File: src/hw/rtl/rth_pkg.sv
// rth_pkg: shared types and constants for the rgb to hsv converter
// no dependencies

package rth_pkg;

   localparam int CHANNEL_BITS    = 8;
   localparam int FRACTION_BITS   = 16;
   localparam int STEPS_PER_STAGE = 2;
   localparam int DIV_STAGES      = (FRACTION_BITS + STEPS_PER_STAGE - 1) / STEPS_PER_STAGE;

   typedef struct packed {
      logic [CHANNEL_BITS-1:0] red;
      logic [CHANNEL_BITS-1:0] green;
      logic [CHANNEL_BITS-1:0] blue;
   } req_type;

   typedef struct packed {
      logic [FRACTION_BITS-1:0] hue_turn;
      logic [FRACTION_BITS-1:0] saturation_level;
      logic [CHANNEL_BITS-1:0]  brightness;
   } rsp_type;

   typedef enum logic [1:0] {
      SECTOR_RED   = 2'd0,
      SECTOR_GREEN = 2'd1,
      SECTOR_BLUE  = 2'd2
   } sector_type;

endpackage

File: src/hw/rtl/rgb_to_hsv.sv
// rgb_to_hsv: hexcone rgb to hsv conversion, one pixel per clock while rsp_ready holds
// stages are a min/max stage, a hue setup stage and DIV_STAGES divider stages, each of
// two restoring divider bit steps; throughput one request per cycle while rsp_ready holds
// reset clears all stage valid bits synchronously; data registers are not reset
// depends on rth_pkg

module rgb_to_hsv (
   input  logic             clock,
   input  logic             reset,
   input  logic             req_valid,
   output logic             req_ready,
   input  rth_pkg::req_type req_data,
   output logic             rsp_valid,
   input  logic             rsp_ready,
   output rth_pkg::rsp_type rsp_data
);

   import rth_pkg::*;

   localparam int C = CHANNEL_BITS;
   localparam int F = FRACTION_BITS;

   typedef struct packed {
      logic [C-1:0] bright;
      logic [C-1:0] delta;
      sector_type   sector;
      logic [C:0]   diff;
   } pre_type;

   typedef struct packed {
      logic [C-1:0] bright;
      logic         zero;
      logic [C+2:0] hue_rem;
      logic [C+2:0] hue_div;
      logic [F-1:0] hue_q;
      logic [C-1:0] sat_rem;
      logic [F-1:0] sat_low;
      logic [F-1:0] sat_q;
   } div_type;

   function automatic logic [C+3:0] hue_step(input logic [C+2:0] rem, input logic [C+2:0] dv);
      logic [C+3:0] shifted;
      logic [C+3:0] diff;
      shifted = {rem, 1'b0};
      diff    = shifted - {1'b0, dv};
      if (shifted >= {1'b0, dv}) begin
         return {1'b1, diff[C+2:0]};
      end
      return {1'b0, shifted[C+2:0]};
   endfunction

   function automatic logic [C:0] sat_step(input logic [C-1:0] rem, input logic [C-1:0] dv,
                                           input logic nb);
      logic [C:0] shifted;
      logic [C:0] diff;
      shifted = {rem, nb};
      diff    = shifted - {1'b0, dv};
      if (shifted >= {1'b0, dv}) begin
         return {1'b1, diff[C-1:0]};
      end
      return {1'b0, shifted[C-1:0]};
   endfunction

   // stage 0: max, min, sector, channel difference
   logic    pre_valid_ff;
   pre_type pre_ff;
   pre_type pre_in;
   logic    pre_adv;

   logic          div_valid_ff [0:DIV_STAGES];
   div_type       div_ff       [0:DIV_STAGES];
   div_type       div_in       [0:DIV_STAGES];
   logic          div_adv      [0:DIV_STAGES];

   always_comb begin
      logic [C-1:0] maxv;
      logic [C-1:0] minv;
      maxv = req_data.red;
      minv = req_data.red;
      if (req_data.green > maxv) maxv = req_data.green;
      if (req_data.blue > maxv)  maxv = req_data.blue;
      if (req_data.green < minv) minv = req_data.green;
      if (req_data.blue < minv)  minv = req_data.blue;
      pre_in.bright = maxv;
      pre_in.delta  = maxv - minv;
      if (req_data.red >= req_data.green && req_data.red >= req_data.blue) begin
         pre_in.sector = SECTOR_RED;
         pre_in.diff   = {1'b0, req_data.green} - {1'b0, req_data.blue};
      end else if (req_data.green >= req_data.blue) begin
         pre_in.sector = SECTOR_GREEN;
         pre_in.diff   = {1'b0, req_data.blue} - {1'b0, req_data.red};
      end else begin
         pre_in.sector = SECTOR_BLUE;
         pre_in.diff   = {1'b0, req_data.red} - {1'b0, req_data.green};
      end
   end

   // stage 1: wrapped hue numerator, divisors, saturation dividend
   always_comb begin
      logic signed [C+3:0] base;
      logic signed [C+3:0] num_raw;
      logic        [C+2:0] turn;
      base = '0;
      case (pre_ff.sector)
         SECTOR_RED:   base = '0;
         SECTOR_GREEN: base = $signed((C+4)'({pre_ff.delta, 1'b0}));
         SECTOR_BLUE:  base = $signed((C+4)'({pre_ff.delta, 2'b00}));
         default:      base = '0;
      endcase
      turn    = (C+3)'({pre_ff.delta, 2'b00}) + (C+3)'({pre_ff.delta, 1'b0});
      num_raw = base + $signed({{3{pre_ff.diff[C]}}, pre_ff.diff});
      if (num_raw[C+3]) begin
         num_raw = num_raw + $signed({1'b0, turn});
      end
      div_in[0].bright  = pre_ff.bright;
      div_in[0].zero    = (pre_ff.delta == '0);
      div_in[0].hue_rem = num_raw[C+2:0];
      div_in[0].hue_div = turn;
      div_in[0].hue_q   = '0;
      div_in[0].sat_rem = (pre_ff.delta == '0) ? '0 : pre_ff.delta - C'(1);
      div_in[0].sat_low = F'(0) - F'(pre_ff.delta);
      div_in[0].sat_q   = '0;
   end

   // divider stages: each retires STEPS_PER_STAGE quotient bits of both divisions
   for (genvar k = 1; k <= DIV_STAGES; k++) begin : g_div
      always_comb begin
         div_type      cur;
         logic [C+3:0] hs;
         logic [C:0]   ss;
         cur = div_ff[k-1];
         for (int j = 0; j < STEPS_PER_STAGE; j++) begin
            if ((k - 1) * STEPS_PER_STAGE + j < F) begin
               hs          = hue_step(cur.hue_rem, cur.hue_div);
               cur.hue_rem = hs[C+2:0];
               cur.hue_q   = {cur.hue_q[F-2:0], hs[C+3]};
               ss          = sat_step(cur.sat_rem, cur.bright, cur.sat_low[F-1]);
               cur.sat_rem = ss[C-1:0];
               cur.sat_low = {cur.sat_low[F-2:0], 1'b0};
               cur.sat_q   = {cur.sat_q[F-2:0], ss[C]};
            end
         end
         div_in[k] = cur;
      end
   end

   // stall chain
   always_comb begin
      div_adv[DIV_STAGES] = !div_valid_ff[DIV_STAGES] || rsp_ready;
      for (int k = DIV_STAGES - 1; k >= 0; k--) begin
         div_adv[k] = !div_valid_ff[k] || div_adv[k+1];
      end
      pre_adv = !pre_valid_ff || div_adv[0];
   end

   assign req_ready = pre_adv;

   always_ff @(posedge clock) begin
      if (reset) begin
         pre_valid_ff <= 1'b0;
      end else if (pre_adv) begin
         pre_valid_ff <= req_valid;
      end
      if (pre_adv) begin
         pre_ff <= pre_in;
      end
   end

   always_ff @(posedge clock) begin
      if (reset) begin
         div_valid_ff[0] <= 1'b0;
      end else if (div_adv[0]) begin
         div_valid_ff[0] <= pre_valid_ff;
      end
      if (div_adv[0]) begin
         div_ff[0] <= div_in[0];
      end
   end

   for (genvar k = 1; k <= DIV_STAGES; k++) begin : g_reg
      always_ff @(posedge clock) begin
         if (reset) begin
            div_valid_ff[k] <= 1'b0;
         end else if (div_adv[k]) begin
            div_valid_ff[k] <= div_valid_ff[k-1];
         end
         if (div_adv[k]) begin
            div_ff[k] <= div_in[k];
         end
      end
   end

   // grey and black pixels force hue and saturation to zero
   assign rsp_valid                 = div_valid_ff[DIV_STAGES];
   assign rsp_data.brightness       = div_ff[DIV_STAGES].bright;
   assign rsp_data.saturation_level = div_ff[DIV_STAGES].zero ? '0 : div_ff[DIV_STAGES].sat_q;
   assign rsp_data.hue_turn         = (div_ff[DIV_STAGES].zero || div_ff[DIV_STAGES].sat_q == '0)
                                      ? '0 : div_ff[DIV_STAGES].hue_q;

   a_accept_enters: assert property (@(posedge clock) disable iff (reset)
      req_valid && req_ready |=> pre_valid_ff)
      else $error("accepted request did not enter the first stage");

   a_delta_bound: assert property (@(posedge clock) disable iff (reset)
      pre_valid_ff |-> pre_ff.delta <= pre_ff.bright)
      else $error("channel spread exceeds the largest channel");

   a_hue_below_turn: assert property (@(posedge clock) disable iff (reset)
      div_valid_ff[0] && !div_ff[0].zero |-> div_ff[0].hue_rem < div_ff[0].hue_div)
      else $error("hue numerator not wrapped into one turn");

   a_grey_zero: assert property (@(posedge clock) disable iff (reset)
      rsp_valid && rsp_data.saturation_level == '0 |-> rsp_data.hue_turn == '0)
      else $error("hue nonzero on an unsaturated pixel");

   a_stage_hold: assert property (@(posedge clock) disable iff (reset)
      div_valid_ff[0] && !div_adv[0] |=> div_valid_ff[0] && $stable(div_ff[0]))
      else $error("stalled stage lost or changed its request");

endmodule

File: config.mk
export PLATFORM = sky130hd
export DESIGN_NAME = rgb_to_hsv
export DESIGN_NICKNAME = d
export VERILOG_FILES = /design/src/hw/rtl/rth_pkg.sv /design/src/hw/rtl/rgb_to_hsv.sv
export SDC_FILE = /design/constraint.sdc
export NUM_CORES = 1
export LEC_CHECK = 0
export BUFFER_PORTS_ARGS = -buffer_cell sky130_fd_sc_hd__buf_2
export CORE_ASPECT_RATIO = 2
export CORE_MARGIN = 4
export CORE_UTILIZATION = 40
export CTS_BUF_LIST = sky130_fd_sc_hd__clkbuf_16
export CTS_CLUSTER_SIZE = 8
export DETAILED_ROUTE_END_ITERATION = 12
export GPL_ROUTABILITY_DRIVEN = 0
export PLACE_DENSITY = 0.58
export SLEW_MARGIN = 20
export SYNTH_ARGS = -nofsm -noshare
export SYNTH_HDL_FRONTEND = slang
export SYNTH_SLANG_ARGS = --single-unit
File: constraint.sdc
create_clock -name clock -period 5.75 [get_ports clock]
set_clock_uncertainty 0.2 [all_clocks]
set_input_delay 1.15 -clock clock [delete_from_list [all_inputs] [get_ports clock]]
set_output_delay 1.15 -clock clock [all_outputs]
set_load 0.01 [all_outputs]
======== After elaboration in Yosys (flattened, before gate mapping) ========
Memory sizes are Yosys's and may differ from the RTL's.
Cells that the tools add are included.
cells by class
  $add $sub $neg .......................... 41
  $lt $le $gt $ge ......................... 39
  eq/ne operators ......................... 2
  multiplexer cells ....................... 154
  bitwise gates (word level) .............. 9
  reductions and logical operators ........ 24
operators with widths
  operator             count
  $mux 12              32
  $mux 9               33
  $ge 12x11->1         16
  $sub 11x11->11       16
  $ge 9x8->1           16
  $sub 8x8->8          17
  $mux 1               79
  $mux 8               5
  $mux 16              2
  $sub 8x8->9          3
  $ge 8x8->1           3
  $mux 11              2
  $pmux 10 s2          1
  $gt 8x8->1           2
  $logic_not 16->1     1
  $lt 8x8->1           2
  $add 11x9->12        1
  $add 10x9->11        1
  $add 11x11->11       1
  $logic_or 1x1->1     11
  $logic_not 1->1      10
  $or 1x1->1           9
  $sub 1x8->9 const A  1
  $logic_not 8->1      1
  other kinds (4)      4
word-level totals
  flip-flop bits (word level) ............. 28
  RAM bits ................................ 792
  output and inout port bits .............. 42
  memories ................................ 2
memories
  memory        depth  bits a word  rd ports  clocked after memory_dff  write ports  line              source
  div_ff        9      87           9         0                         9            rgb_to_hsv.sv:71  div_type div_ff [0:DIV_STAGES];
  div_valid_ff  9      1            9         0                         9            rgb_to_hsv.sv:70  logic div_valid_ff [0:DIV_STAGES];

======== Logic depth before layout (Yosys ltp) ========
Gate-level depths: netlist of the first run.
An unclocked memory read counts as a cell.
  word-level depth ........................ 15
  gate-level depth with buffers ........... 27
  gate-level depth less buffers ........... 26

======== Least setup slack after synthesis of the first run ========
Ideal clock, no wire load.
  kind .................................... input -> register
  start ................................... input req_data[9] (netlist name)
  end ..................................... register pre_ff[18] (netlist name), data pin
  data arrival time ....................... 5.476 ns
  data required time ...................... 5.290 ns
  slack ................................... -0.186 ns
  stages on the path ...................... 25
  buffers on the path ..................... 2
  cells stage by stage .................... inv_1 -> ha_1 -> nor2b_4 -> o31a_2 -> o21ai_4 -> nand2_4 -> clkbuf_1 -> a21oi_1 -> ha_1 -> a21oi_1 -> a21boi_0 -> o31a_1 -> o21a_1 -> o22ai_2 -> clkbuf_1 -> nor2_1 -> a21oi_1 -> ha_1 -> o21ai_0 -> nand2b_1 -> a21o_1 -> a21o_1 -> a21o_1 -> a21oi_1 -> xnor2_1
RTL lines
  item                  line               source
  start, declared       rgb_to_hsv.sv:12   input rth_pkg::req_type req_data,
  end signal, assigned  rgb_to_hsv.sv:165  pre_ff <= pre_in;
  end, declared         rgb_to_hsv.sv:66   pre_type pre_ff;

==> results of run 1 <==
worst max path at each step:
| stage | from | end | slack (ns) | depth (start not counted) |
|---|---|---|---|---|
| floorplan | req_data[9] | pre_ff[18] | -0.09 | 26 |
| global placement | req_data[9] | pre_ff[18] | -0.18 | 26 |
| detailed placement | req_data[9] | pre_ff[18] | -0.23 | 26 |
| CTS | div_ff[0][551] | div_ff[0][682] | 0.20 | 21 |
| global route | div_ff[0][602] | div_ff[0][643] | 0.02 | 22 |
| finish | div_ff[0][515] | div_ff[0][557] | 0.32 | 23 |
registers in the layout (all words and copies together) (netlist names):
signal	flops
div_ff	490
pre_ff	19
div_valid_ff	9
div_in	8
pre_valid_ff	1
per-stage QoR:
stage / setup slack (ns) / cell area [um^2] / instances / TNS (ns) / hold WS [ns]
detailed placement: -0.225 / 37000 / 4303 / -0.428 / 0.205
finish: 0.320 / 39100 / 4386 / 0 / 0.206
global route: 0.0179 / 39100 / 4386 / 0 / 0.217
floorplan: -0.0937 / 34400 / 3053 / -0.0937 / 0.200
CTS: 0.197 / 39100 / 4385 / 0 / 0.209
global placement: -0.177 / 37000 / 4303 / -0.255 / 0.200
metal layers:
metal,GRT usage [%],vias up,part of all wire [%]
li1,-,11500,-
met1,12.2,11000,28
met2,39.5,409,62
met3,2.41,257,2.5
met4,12.4,0,7.9
met5,0,-,0
timing repair:
action                     4_1_cts  5_1_grt
gates resized for setup          0        6
setup endpoints to repair        0       25
buffers inserted                 0        1
kinds of logic (layout without fill, tap and decap cells):
| logic type | count (synthesis) | after routing |
|---|---|---|
| simple gates | 674 | 674 |
| compound gates | 671 | 671 |
| flops | 527 | 527 |
| fa+ha+maj | 392 | 392 |
| buf+inv | 364 | 626 |
| xor+xnor | 226 | 226 |
| mux | 199 | 199 |
placed cells by master (no fill, tap or decap), types with 9 or more instances in the layout:
| cell | netlist | routed |
|---|---|---|
| edfxtp_1 | 526 | 526 |
| ha_1 | 361 | 361 |
| inv_1 | 318 | 313 |
| a21oi_1 | 201 | 201 |
| nor2_1 | 175 | 175 |
| buf_4 | 11 | 151 |
| nand2_1 | 150 | 148 |
| xnor2_1 | 147 | 147 |
| mux2_2 | 146 | 146 |
| o21ai_0 | 149 | 145 |
| a21o_1 | 95 | 95 |
| nor2b_1 | 81 | 81 |
| xor2_1 | 78 | 78 |
| clkbuf_16 | 0 | 75 |
| buf_2 | 10 | 69 |
| nand2b_1 | 45 | 45 |
| mux2i_1 | 44 | 44 |
| nand4_1 | 41 | 41 |
| nand3_1 | 33 | 32 |
| and2_1 | 31 | 31 |
| fa_1 | 31 | 31 |
| nor3_1 | 30 | 30 |
| o21bai_1 | 28 | 28 |
| a21boi_0 | 22 | 22 |
| o21a_1 | 20 | 20 |
| and3_1 | 16 | 16 |
| or2_2 | 16 | 16 |
| o21ai_1 | 12 | 15 |
| a31oi_1 | 15 | 15 |
| o31ai_1 | 13 | 13 |
| o21ai_2 | 13 | 13 |
| or3_1 | 12 | 12 |
| a221oi_1 | 12 | 12 |
| nor4_1 | 10 | 10 |
| a211oi_1 | 9 | 9 |
| nor3b_1 | 9 | 9 |
final cells by class:
type / count / area share (%)
multi-input cells: 2162 / 43.9
repair buffers: 224 / 3.99
well taps: 1071 / 3.43
flip-flops and latches: 527 / 40.4
inverters: 320 / 3.07
clock buffers: 75 / 4.80
clock inverters: 7 / 0.410
critical path, stage by stage (launching register included):
cell and delay [ns]:
edfxtp_1 0.43, inv_1 0.15, ha_1 0.25, nor2b_1 0.13
o21ai_0 0.24, a21boi_0 0.17, o21ai_0 0.27, a21oi_1 0.14
o21ai_0 0.21, nor2b_1 0.16, buf_4 0.17, mux2_2 0.38
inv_1 0.06, ha_1 0.23, nor2b_1 0.14, o21ai_1 0.24
a31oi_1 0.15, o21ai_0 0.19, a21boi_0 0.13, o21ai_0 0.17
nand2b_1 0.13, a221oi_4 0.34, buf_12 0.17, mux2_2 0.33
==> results.txt, run 1 <==
----------------------------------------------------
[Worst setup path]
  Critical Path Start Type ... register
  Internal reg-to-reg setup slack ... around 0.32 ns
  Required time of the critical path ... 5.92 ns
  R2R Path End ... div_ff[0][557]
  Cells on worst reg2reg path ... 23
  Critical path endpoint category ... register
  Data arrival, critical path ... about 5.6 ns
  Category of the most critical setup path ... reg2reg
  CP max FO ... 9
  Crit Reg-Reg Startpoint ... div_ff[0][515]

[Synth]
  Netlist area before placement ... around 34000 um^2
  XOR/XNOR share of the synthesized area ... just under 6%
  Mean post-synth cell area ... 11.3 um^2
  Yosys warns ... 0
  Share of flip-flops with an asynchronous set or reset after synthesis ... 0%
  Cell with the most instances after synthesis ... edfxtp_1
  Share of the yosys chip area belonging to registers ... a little under half
  Gate count of the mapped netlist ... between 3000 and 4000
  Adder-cell share of the synthesized area ... between 10 and 15%
  Number of enable flip-flop cells after synthesis ... 526
  Multiplexer share of the synthesized area ... under 10%
  Post-synth top area share ... 46.0%
  Area fraction in and, or, nand and nor cells after synthesis ... a little under 10%
  Area fraction in compound gates after synthesis ... roughly 13%
  Cell types with the highest counts after synthesis ... edfxtp_1, ha_1, inv_1
  Syn Nets ... 3473
  Flip-flop and latch count after synthesis ... approximately 530
  Dominant combinational cell family by area after synthesis ... adder cells
  Commonest register cell after synthesis ... edfxtp_1
  Yosys top cell by area ... edfxtp_1
  Leading post-synthesis cells by cell area ... edfxtp_1, ha_1, mux2_2
  Count of unique library cells instantiated by Yosys ... 98

[STA]
  RSZ-0062 raised after global routing ... false
  Final count of negative-setup-slack endpoints ... 0
  Number of max-slew violations in the final report ... 0
  Post-route clock period utilization ... 94.4%
  Final Critical Period ... 5.43 ns
  Achievable clock frequency ... approximately 0.18 GHz
  Hold violation total from the final report ... 0
  Relative max-transition margin ... between 30% and 40%
  Tightest Pin Transition ... just over 1 ns

[Floorplanning]
  Initial Util ... between 40% and 50%
  Die span in x ... about 220 um
  Top Ports ... 70
  Floorplan die area ... around 91000 um^2
  Placeable Area ... 85000 um^2
  Site Rows ... ~150
  Overall die height ... roughly 420 um

[GRT]
  Aggregate global routing overflow ... 0
  Pin count of the biggest net entering global routing ... a little over 60
  Global-route wire length before repair ... between 100 and 150 mm
  Number of global-route vias before repair ... between 20000 and 30000
  Total GRT Usage ... between 10% and 20%
  Initial antenna violation count ... 0

[Clocking]
  Clock insertion delay at the later pin of the skew report ... 0.63 ns
  Maximum root-to-sink buffer count ... 3
  Cell chosen for the clock root ... clkbuf_16
  CTS H-tree depth ... 3
  Clock tree from TritonCTS ... done
  Clock sink total ... 527
  Clock-pin transition on the worst setup and hold timing paths ... about 0.05 ns
  Clock buffers created by TritonCTS ... 75
  CTS hold repair buffers ... 0

[Detailed routing]
  Via/cell ratio ... 5.29
  Total via count in the routed design ... about 23000
  Remaining routing DRC violations ... 0
  Detailed Route WL ... 81.1 mm
  Violation count after the first detailed-route iteration ... 752
  Antenna-violating nets left ... 0
  Pre-antenna DRT Iters ... 4
  Average wire per cell in the routed design ... between 15 and 20 um

[Placement]
  Count of input and output buffers ... ~70
  Half-perimeter wire length after detailed placement ... ~67 mm

[Final layout]
  Fin nets ... approximately 3700
  Area added between synthesis and finish ... 13.8%
  Count of fill cells added during filler insertion ... 7987
  Area of combinational cells with multiple inputs ... 17200 um^2
  Antenna fix cells ... 0
  Share of final-layout standard cells stronger than drive strength 1 ... 16.2%
  Fraction of the core area covered by cells at the end of the flow ... a little under half
  Sequential standard cell area ... ~16000 um^2

[Worst hold path]
  Hold Startpoint ... div_in[776]
  Worst min-delay path category ... reg2reg
  WHS Endpoint ... div_ff[0][80]
  Hold path depth ... 0

[Job]
  Max cap viols ... 0

[Outcome]
  Outcome ... finished, final reports clean

----------------------------------------------------
Power of run 1 is left out: the tool's default activity adds up to more than one toggle a clock period on the data nets, which glitch-free logic cannot reach.
==> inputs of run 2 (changes only) <==
==> constraint.sdc (replaced) <==
create_clock -name clock -period 4.6 [get_ports clock]
set_clock_uncertainty 0.2 [all_clocks]
set_input_delay 0.92 -clock clock [delete_from_list [all_inputs] [get_ports clock]]
set_output_delay 0.92 -clock clock [all_outputs]
set_load 0.01 [all_outputs]
==> results.txt, run 2 (same netlist as run 1, synthesis figures left out) <==
----------------------------------------------------
[Outcome]
  Outcome ... finished with violations
  Violated checks ... setup timing

[Placement]
  Worst-case setup slack after placement ... -1.02 ns
  Half-perimeter wire length after detailed placement ... roughly 71 mm
  Total placed instance area ... around 41000 um^2
  DP Cell Count ... ~4800
  Count of input and output buffers ... just under 70

[Final layout]
  Area added between synthesis and finish ... 34.8%
  Sequential standard cell area ... 15800 um^2
  Fin nets ... 4375
  Registers with the highest flip-flop counts ... div_ff x490, pre_ff x19, div_valid_ff x9
  Post-Layout Inst Area ... roughly 46000 um^2
  Count of fill cells added during filler insertion ... around 7300
  Flip-flop count of the largest register after layout ... ~500
  Most frequent standard cell in the layout excluding fill and tap cells ... buf_4
  Share of final-layout standard cells stronger than drive strength 1 ... between 30% and 40%
  Antenna fix cells ... 0
  Non-filler cells, final ... 5032
  Commonest cells after routing, fill and taps aside ... buf_4, edfxtp_1, ha_1
  Area of combinational cells with multiple inputs ... ~19000 um^2
  Most flops, register ... div_ff

[GRT]
  Met2 layer usage reported by global route ... approximately 43%
  Met1 GRT Util ... a little over an eighth
  Global-route wire length before repair ... ~140 mm
  Total GRT Usage ... approximately a fifth
  Aggregate global routing overflow ... 0
  Number of global-route vias before repair ... between 20000 and 30000
  Most crowded layer after global routing ... met2
  Initial antenna violation count ... 0
  Routing usage on met3 ... around 2.5%
  Pin count of the biggest net entering global routing ... 64

[Floorplanning]
  Floorplan die area ... around 91000 um^2
  Overall die height ... 423 um
  Top Ports ... 70
  Initial Util ... between 40% and 50%
  Die span in x ... around 220 um
  Placeable Area ... 85000 um^2
  Site Rows ... approximately 150

[Clocking]
  Maximum root-to-sink buffer count ... 3
  Clock tree from TritonCTS ... done
  Clock buffers created by TritonCTS ... 75
  Clock-pin transition on the worst setup and hold timing paths ... ~0.05 ns
  Cell chosen for the clock root ... clkbuf_16
  Clock sink total ... ~530
  CTS hold repair buffers ... 0
  CTS H-tree depth ... 3
  Clock insertion delay at the later pin of the skew report ... between 0.6 and 0.7 ns

[Detailed routing]
  Detailed Route WL ... between 80 and 90 mm
  Total via count in the routed design ... about 26000
  Violation count after the first detailed-route iteration ... around 860
  Pre-antenna DRT Iters ... 6
  Via/cell ratio ... between 5 and 6
  Remaining routing DRC violations ... 0
  Average wire per cell in the routed design ... around 18 um
  Antenna-violating nets left ... 0

[STA]
  Tightest Pin Transition ... around 1.1 ns
  Final Critical Period ... ~4.9 ns
  Achievable clock frequency ... ~0.20 GHz
  Final count of negative-setup-slack endpoints ... 24
  Number of max-slew violations in the final report ... 0
  Hold violation total from the final report ... 0
  Relative max-transition margin ... between 20% and 30%
  Post-route clock period utilization ... 106%
  RSZ-0062 raised after global routing ... true
  Setup WS post-layout ... -0.284 ns

[Worst hold path]
  Worst min-delay path category ... reg2reg
  Hold Startpoint ... div_ff[0][286]

[Worst setup path]
  Crit Reg-Reg Startpoint ... div_ff[0][406]
  Data arrival, critical path ... 5.05 ns
  Category of the most critical setup path ... reg2reg
  Critical path endpoint category ... register
  Startpoint of the worst setup timing path ... div_ff[0][406]
  CP max FO ... 8
  Critical Path Start Type ... register
  Required time of the critical path ... roughly 4.8 ns

[Job]
  Max cap viols ... 0

----------------------------------------------------
[run 2: per-stage QoR]
step / utilization, % / hold WS, ns / setup TNS, ns
2_1_floorplan: - / 0.200 / -3.23
3_3_place_gp: 48.1 / 0.201 / -44.61
3_5_place_dp: 48.1 / 0.205 / -47.51
4_1_cts: 52.7 / 0.195 / -4.00
5_1_grt: 54.5 / 0.201 / -8.78
6_report: 54.5 / 0.196 / -3.59
[run 2: layout make-up]
type                            instances  area share [%]
Inverter                              320            2.63
Multi-Input combinational cell       2164            41.5
Clock inverter                          8           0.432
Timing Repair Buffer                  867            14.4
Sequential cell                       527            34.1
Tap cell                             1071            2.89
Clock buffer                           75            4.05
[run 2: what timing repair did]
item / in CTS / in global routing
cloned: 4 / 1
endpoints found under the setup margin: 145 / 146
gates resized for setup: 235 / 207
buffers inserted: 100 / 64
pin swaps: 106 / 150
[run 2: critical path, stage by stage, from the launching register on]
cell and delay, ns:
edfxtp_1 0.42, inv_2 0.11, ha_4 0.20, nor2b_4 0.12
o21ai_2 0.18, a21boi_2 0.08, o41a_1 0.37, a221o_1 0.40
a21oi_4 0.16, buf_12 0.14, buf_6 0.10, o21ai_4 0.06
ha_4 0.28, a21oi_4 0.16, nor2b_4 0.06, o31a_1 0.31
o21ai_2 0.23, a31oi_4 0.12, o22a_1 0.21, a21o_4 0.23
buf_12 0.15, mux2_4 0.29
[run 2: worst paths after layout]
check | endpoint | slack, ns | cells past startpoint
max | div_ff[0][510] | -0.28 | 21
min | div_ff[0][375] | 0.20 | 0
max reg2reg | div_ff[0][510] | -0.28 | 21
min reg2reg | div_ff[0][375] | 0.20 | 0
[run 2: per-layer routing]
metal / wire length, um / share of wire [%]
met4: 7790 / 8.7
met1: 24500 / 27
met5: 0 / 0
met3: 2260 / 2.5
met2: 55200 / 62
Power of run 2 is left out for the same reason.
==> inputs of run 3 (changes only) <==
--- a/config.mk
+++ b/config.mk
@@ -8,12 +8,12 @@
 export BUFFER_PORTS_ARGS = -buffer_cell sky130_fd_sc_hd__buf_2
 export CORE_ASPECT_RATIO = 2
 export CORE_MARGIN = 4
-export CORE_UTILIZATION = 40
+export CORE_UTILIZATION = 35
 export CTS_BUF_LIST = sky130_fd_sc_hd__clkbuf_16
 export CTS_CLUSTER_SIZE = 8
 export DETAILED_ROUTE_END_ITERATION = 12
 export GPL_ROUTABILITY_DRIVEN = 0
-export PLACE_DENSITY = 0.58
+export PLACE_DENSITY = 0.52
 export SLEW_MARGIN = 20
 export SYNTH_ARGS = -nofsm -noshare
 export SYNTH_HDL_FRONTEND = slang
==> results.txt, run 3 (same netlist as run 1, synthesis figures left out) <==
----------------------------------------------------
[Outcome]
  Outcome ... finished with violations
  Violated checks ... setup timing

[Final layout]
  Area added between synthesis and finish ... 35.9%
  Share of final-layout standard cells stronger than drive strength 1 ... roughly 37%
  Most frequent standard cell in the layout excluding fill and tap cells ... buf_4
  Flip-flop count of the largest register after layout ... slightly below 500
  Fin nets ... between 4000 and 5000
  Count of fill cells added during filler insertion ... approximately 9000
  Most flops, register ... div_ff
  Registers with the highest flip-flop counts ... div_ff x490, pre_ff x19, div_valid_ff x9
  Commonest cells after routing, fill and taps aside ... buf_4, edfxtp_1, ha_1

[Clocking]
  CTS hold repair buffers ... 0
  Clock tree from TritonCTS ... done
  Clock-pin transition on the worst setup and hold timing paths ... 0.05 ns
  CTS H-tree depth ... 3
  Maximum root-to-sink buffer count ... 3
  Clock sink total ... roughly 530
  Cell chosen for the clock root ... clkbuf_16
  Clock insertion delay at the later pin of the skew report ... 0.65 ns
  Clock buffers created by TritonCTS ... 75

[STA]
  Final count of negative-setup-slack endpoints ... 14
  RSZ-0062 raised after global routing ... true
  Relative max-transition margin ... between 20% and 30%
  Number of max-slew violations in the final report ... 0
  Final Critical Period ... approximately 4.8 ns
  Hold violation total from the final report ... 0
  Post-route clock period utilization ... 105%
  Setup WS post-layout ... -0.220 ns
  Achievable clock frequency ... about 0.21 GHz
  Summed negative setup slack over all endpoints ... -2.22 ns
  Minimum hold slack ... just under 0.2 ns
  Tightest Pin Transition ... roughly 1.1 ns

[Worst setup path]
  Critical-path cell with the highest stage delay ... a221o_1
  Critical path endpoint category ... register
  Data arrival, critical path ... 4.99 ns
  Largest delay share family, worst path ... compound AO/OA/AOI/OAI gates
  Critical Path Start Type ... register
  Delay of the slowest cell on the worst path ... 0.41 ns
  Required time of the critical path ... between 4 and 5 ns
  Bufs and invs on worst path ... 4
  Category of the most critical setup path ... reg2reg
  Cell breakdown of the critical path ... inv_2 > ha_4 > nor2b_4 > o21ai_2 > a21boi_2 > o41a_1 > a221o_1 > a21oi_4 > buf_12 > buf_6 > o21ai_4 > ha_4 > a21oi_4 > nor2b_4 > o31a_1 > o21ai_2 > a31oi_4 > o22a_1 > a21o_4 > buf_12 > mux2_4
  CP max FO ... 8

[Detailed routing]
  Via/cell ratio ... a little under 5
  Remaining routing DRC violations ... 0
  Antenna-violating nets left ... 0
  Pre-antenna DRT Iters ... 5
  Violation count after the first detailed-route iteration ... about 800
  Average wire per cell in the routed design ... 17.6 um
  Total via count in the routed design ... roughly 26000
  Detailed Route WL ... 93.1 mm

[GRT]
  Most crowded layer after global routing ... met2
  Initial antenna violation count ... 1
  Met1 GRT Util ... between 10% and 20%
  Routing usage on met3 ... around 2.1%
  Number of global-route vias before repair ... roughly 29000
  Aggregate global routing overflow ... 0
  Met2 layer usage reported by global route ... 40.4%
  Pin count of the biggest net entering global routing ... 64
  Global-route wire length before repair ... between 100 and 150 mm
  Total GRT Usage ... roughly 18%

[Floorplanning]
  Site Rows ... 162
  Die span in x ... ~230 um
  Placeable Area ... a little under 100000 um^2
  Floorplan die area ... approximately 100000 um^2
  Initial Util ... roughly a third
  Overall die height ... approximately 450 um
  Top Ports ... 70

[Placement]
  Worst-case setup slack after placement ... -1.06 ns
  Count of input and output buffers ... slightly below 70
  Half-perimeter wire length after detailed placement ... roughly 74 mm

[Worst hold path]
  Worst min-delay path category ... reg2reg

[Job]
  Max cap viols ... 0

----------------------------------------------------
==> run 3: cell count changes in the layout (fill, tap and decap cells not counted), moves of 3 or more <==
cell	delta
buf_6	+6
mux2i_1	-3
a21oi_2	+4
inv_1	+3
o41ai_2	+3
nor2b_4	+3
nor2b_2	+3
a21oi_4	-4
nor2b_1	-6
==> run 3: final cells by class <==
class / instances / area, um^2 / area share [%]
antenna: 1 / 2.50 / 0.00536
clock buffer: 75 / 1880 / 4.02
clock inverter: 12 / 215 / 0.461
inverter: 320 / 1220 / 2.61
multi-input combinational: 2163 / 19200 / 41.1
sequential: 527 / 15800 / 33.9
tap: 1312 / 1640 / 3.51
timing repair buffer: 872 / 6730 / 14.4
==> run 3: metal layers <==
layer	part of all wire, %	vias up	wire [um]
li1	-	12900	-
met5	0	-	0
met1	27	12400	24800
met3	2.2	272	2010
met4	7.4	0	6850
met2	64	404	59500
==> run 3: per-stage QoR <==
step	cell area, um^2	std cells	utilization (%)
finish	46700	5282	47.9
global route	46700	5282	47.9
CTS	45300	5233	46.4
detailed placement	41500	5070	42.6
global placement	41500	5070	42.6
floorplan	34600	3053	-
==> run 3: final timing paths <==
path / start / to / slack (ns) / cells after the start
worst max-delay path: div_ff[0][406] / div_ff[0][512] / -0.22 / 21
worst min-delay path: div_ff[0][377] / div_ff[0][466] / 0.20 / 0
worst min register to register: div_ff[0][377] / div_ff[0][466] / 0.20 / 0
worst max register to register: div_ff[0][406] / div_ff[0][512] / -0.22 / 21
==> run 3: what timing repair did <==
action / in CTS / in global routing
setup endpoints to repair: 144 / 145
gates resized for setup: 236 / 230
pin swaps: 104 / 161
setup buffers: 74 / 53
gates cloned: 4 / 1
==> run 3: worst reg2reg max path: stages (launching register included) <==
cell,delay [ns]
edfxtp_1,0.40
inv_2,0.10
ha_4,0.20
nor2b_4,0.12
o21ai_2,0.17
a21boi_2,0.09
o41a_1,0.38
a221o_1,0.41
a21oi_4,0.16
buf_12,0.15
buf_6,0.10
o21ai_4,0.06
ha_4,0.27
a21oi_4,0.15
nor2b_4,0.06
o31a_1,0.31
o21ai_2,0.22
a31oi_4,0.12
o22a_1,0.23
a21o_4,0.24
buf_12,0.15
mux2_4,0.30
Power of run 3 is left out for the same reason.
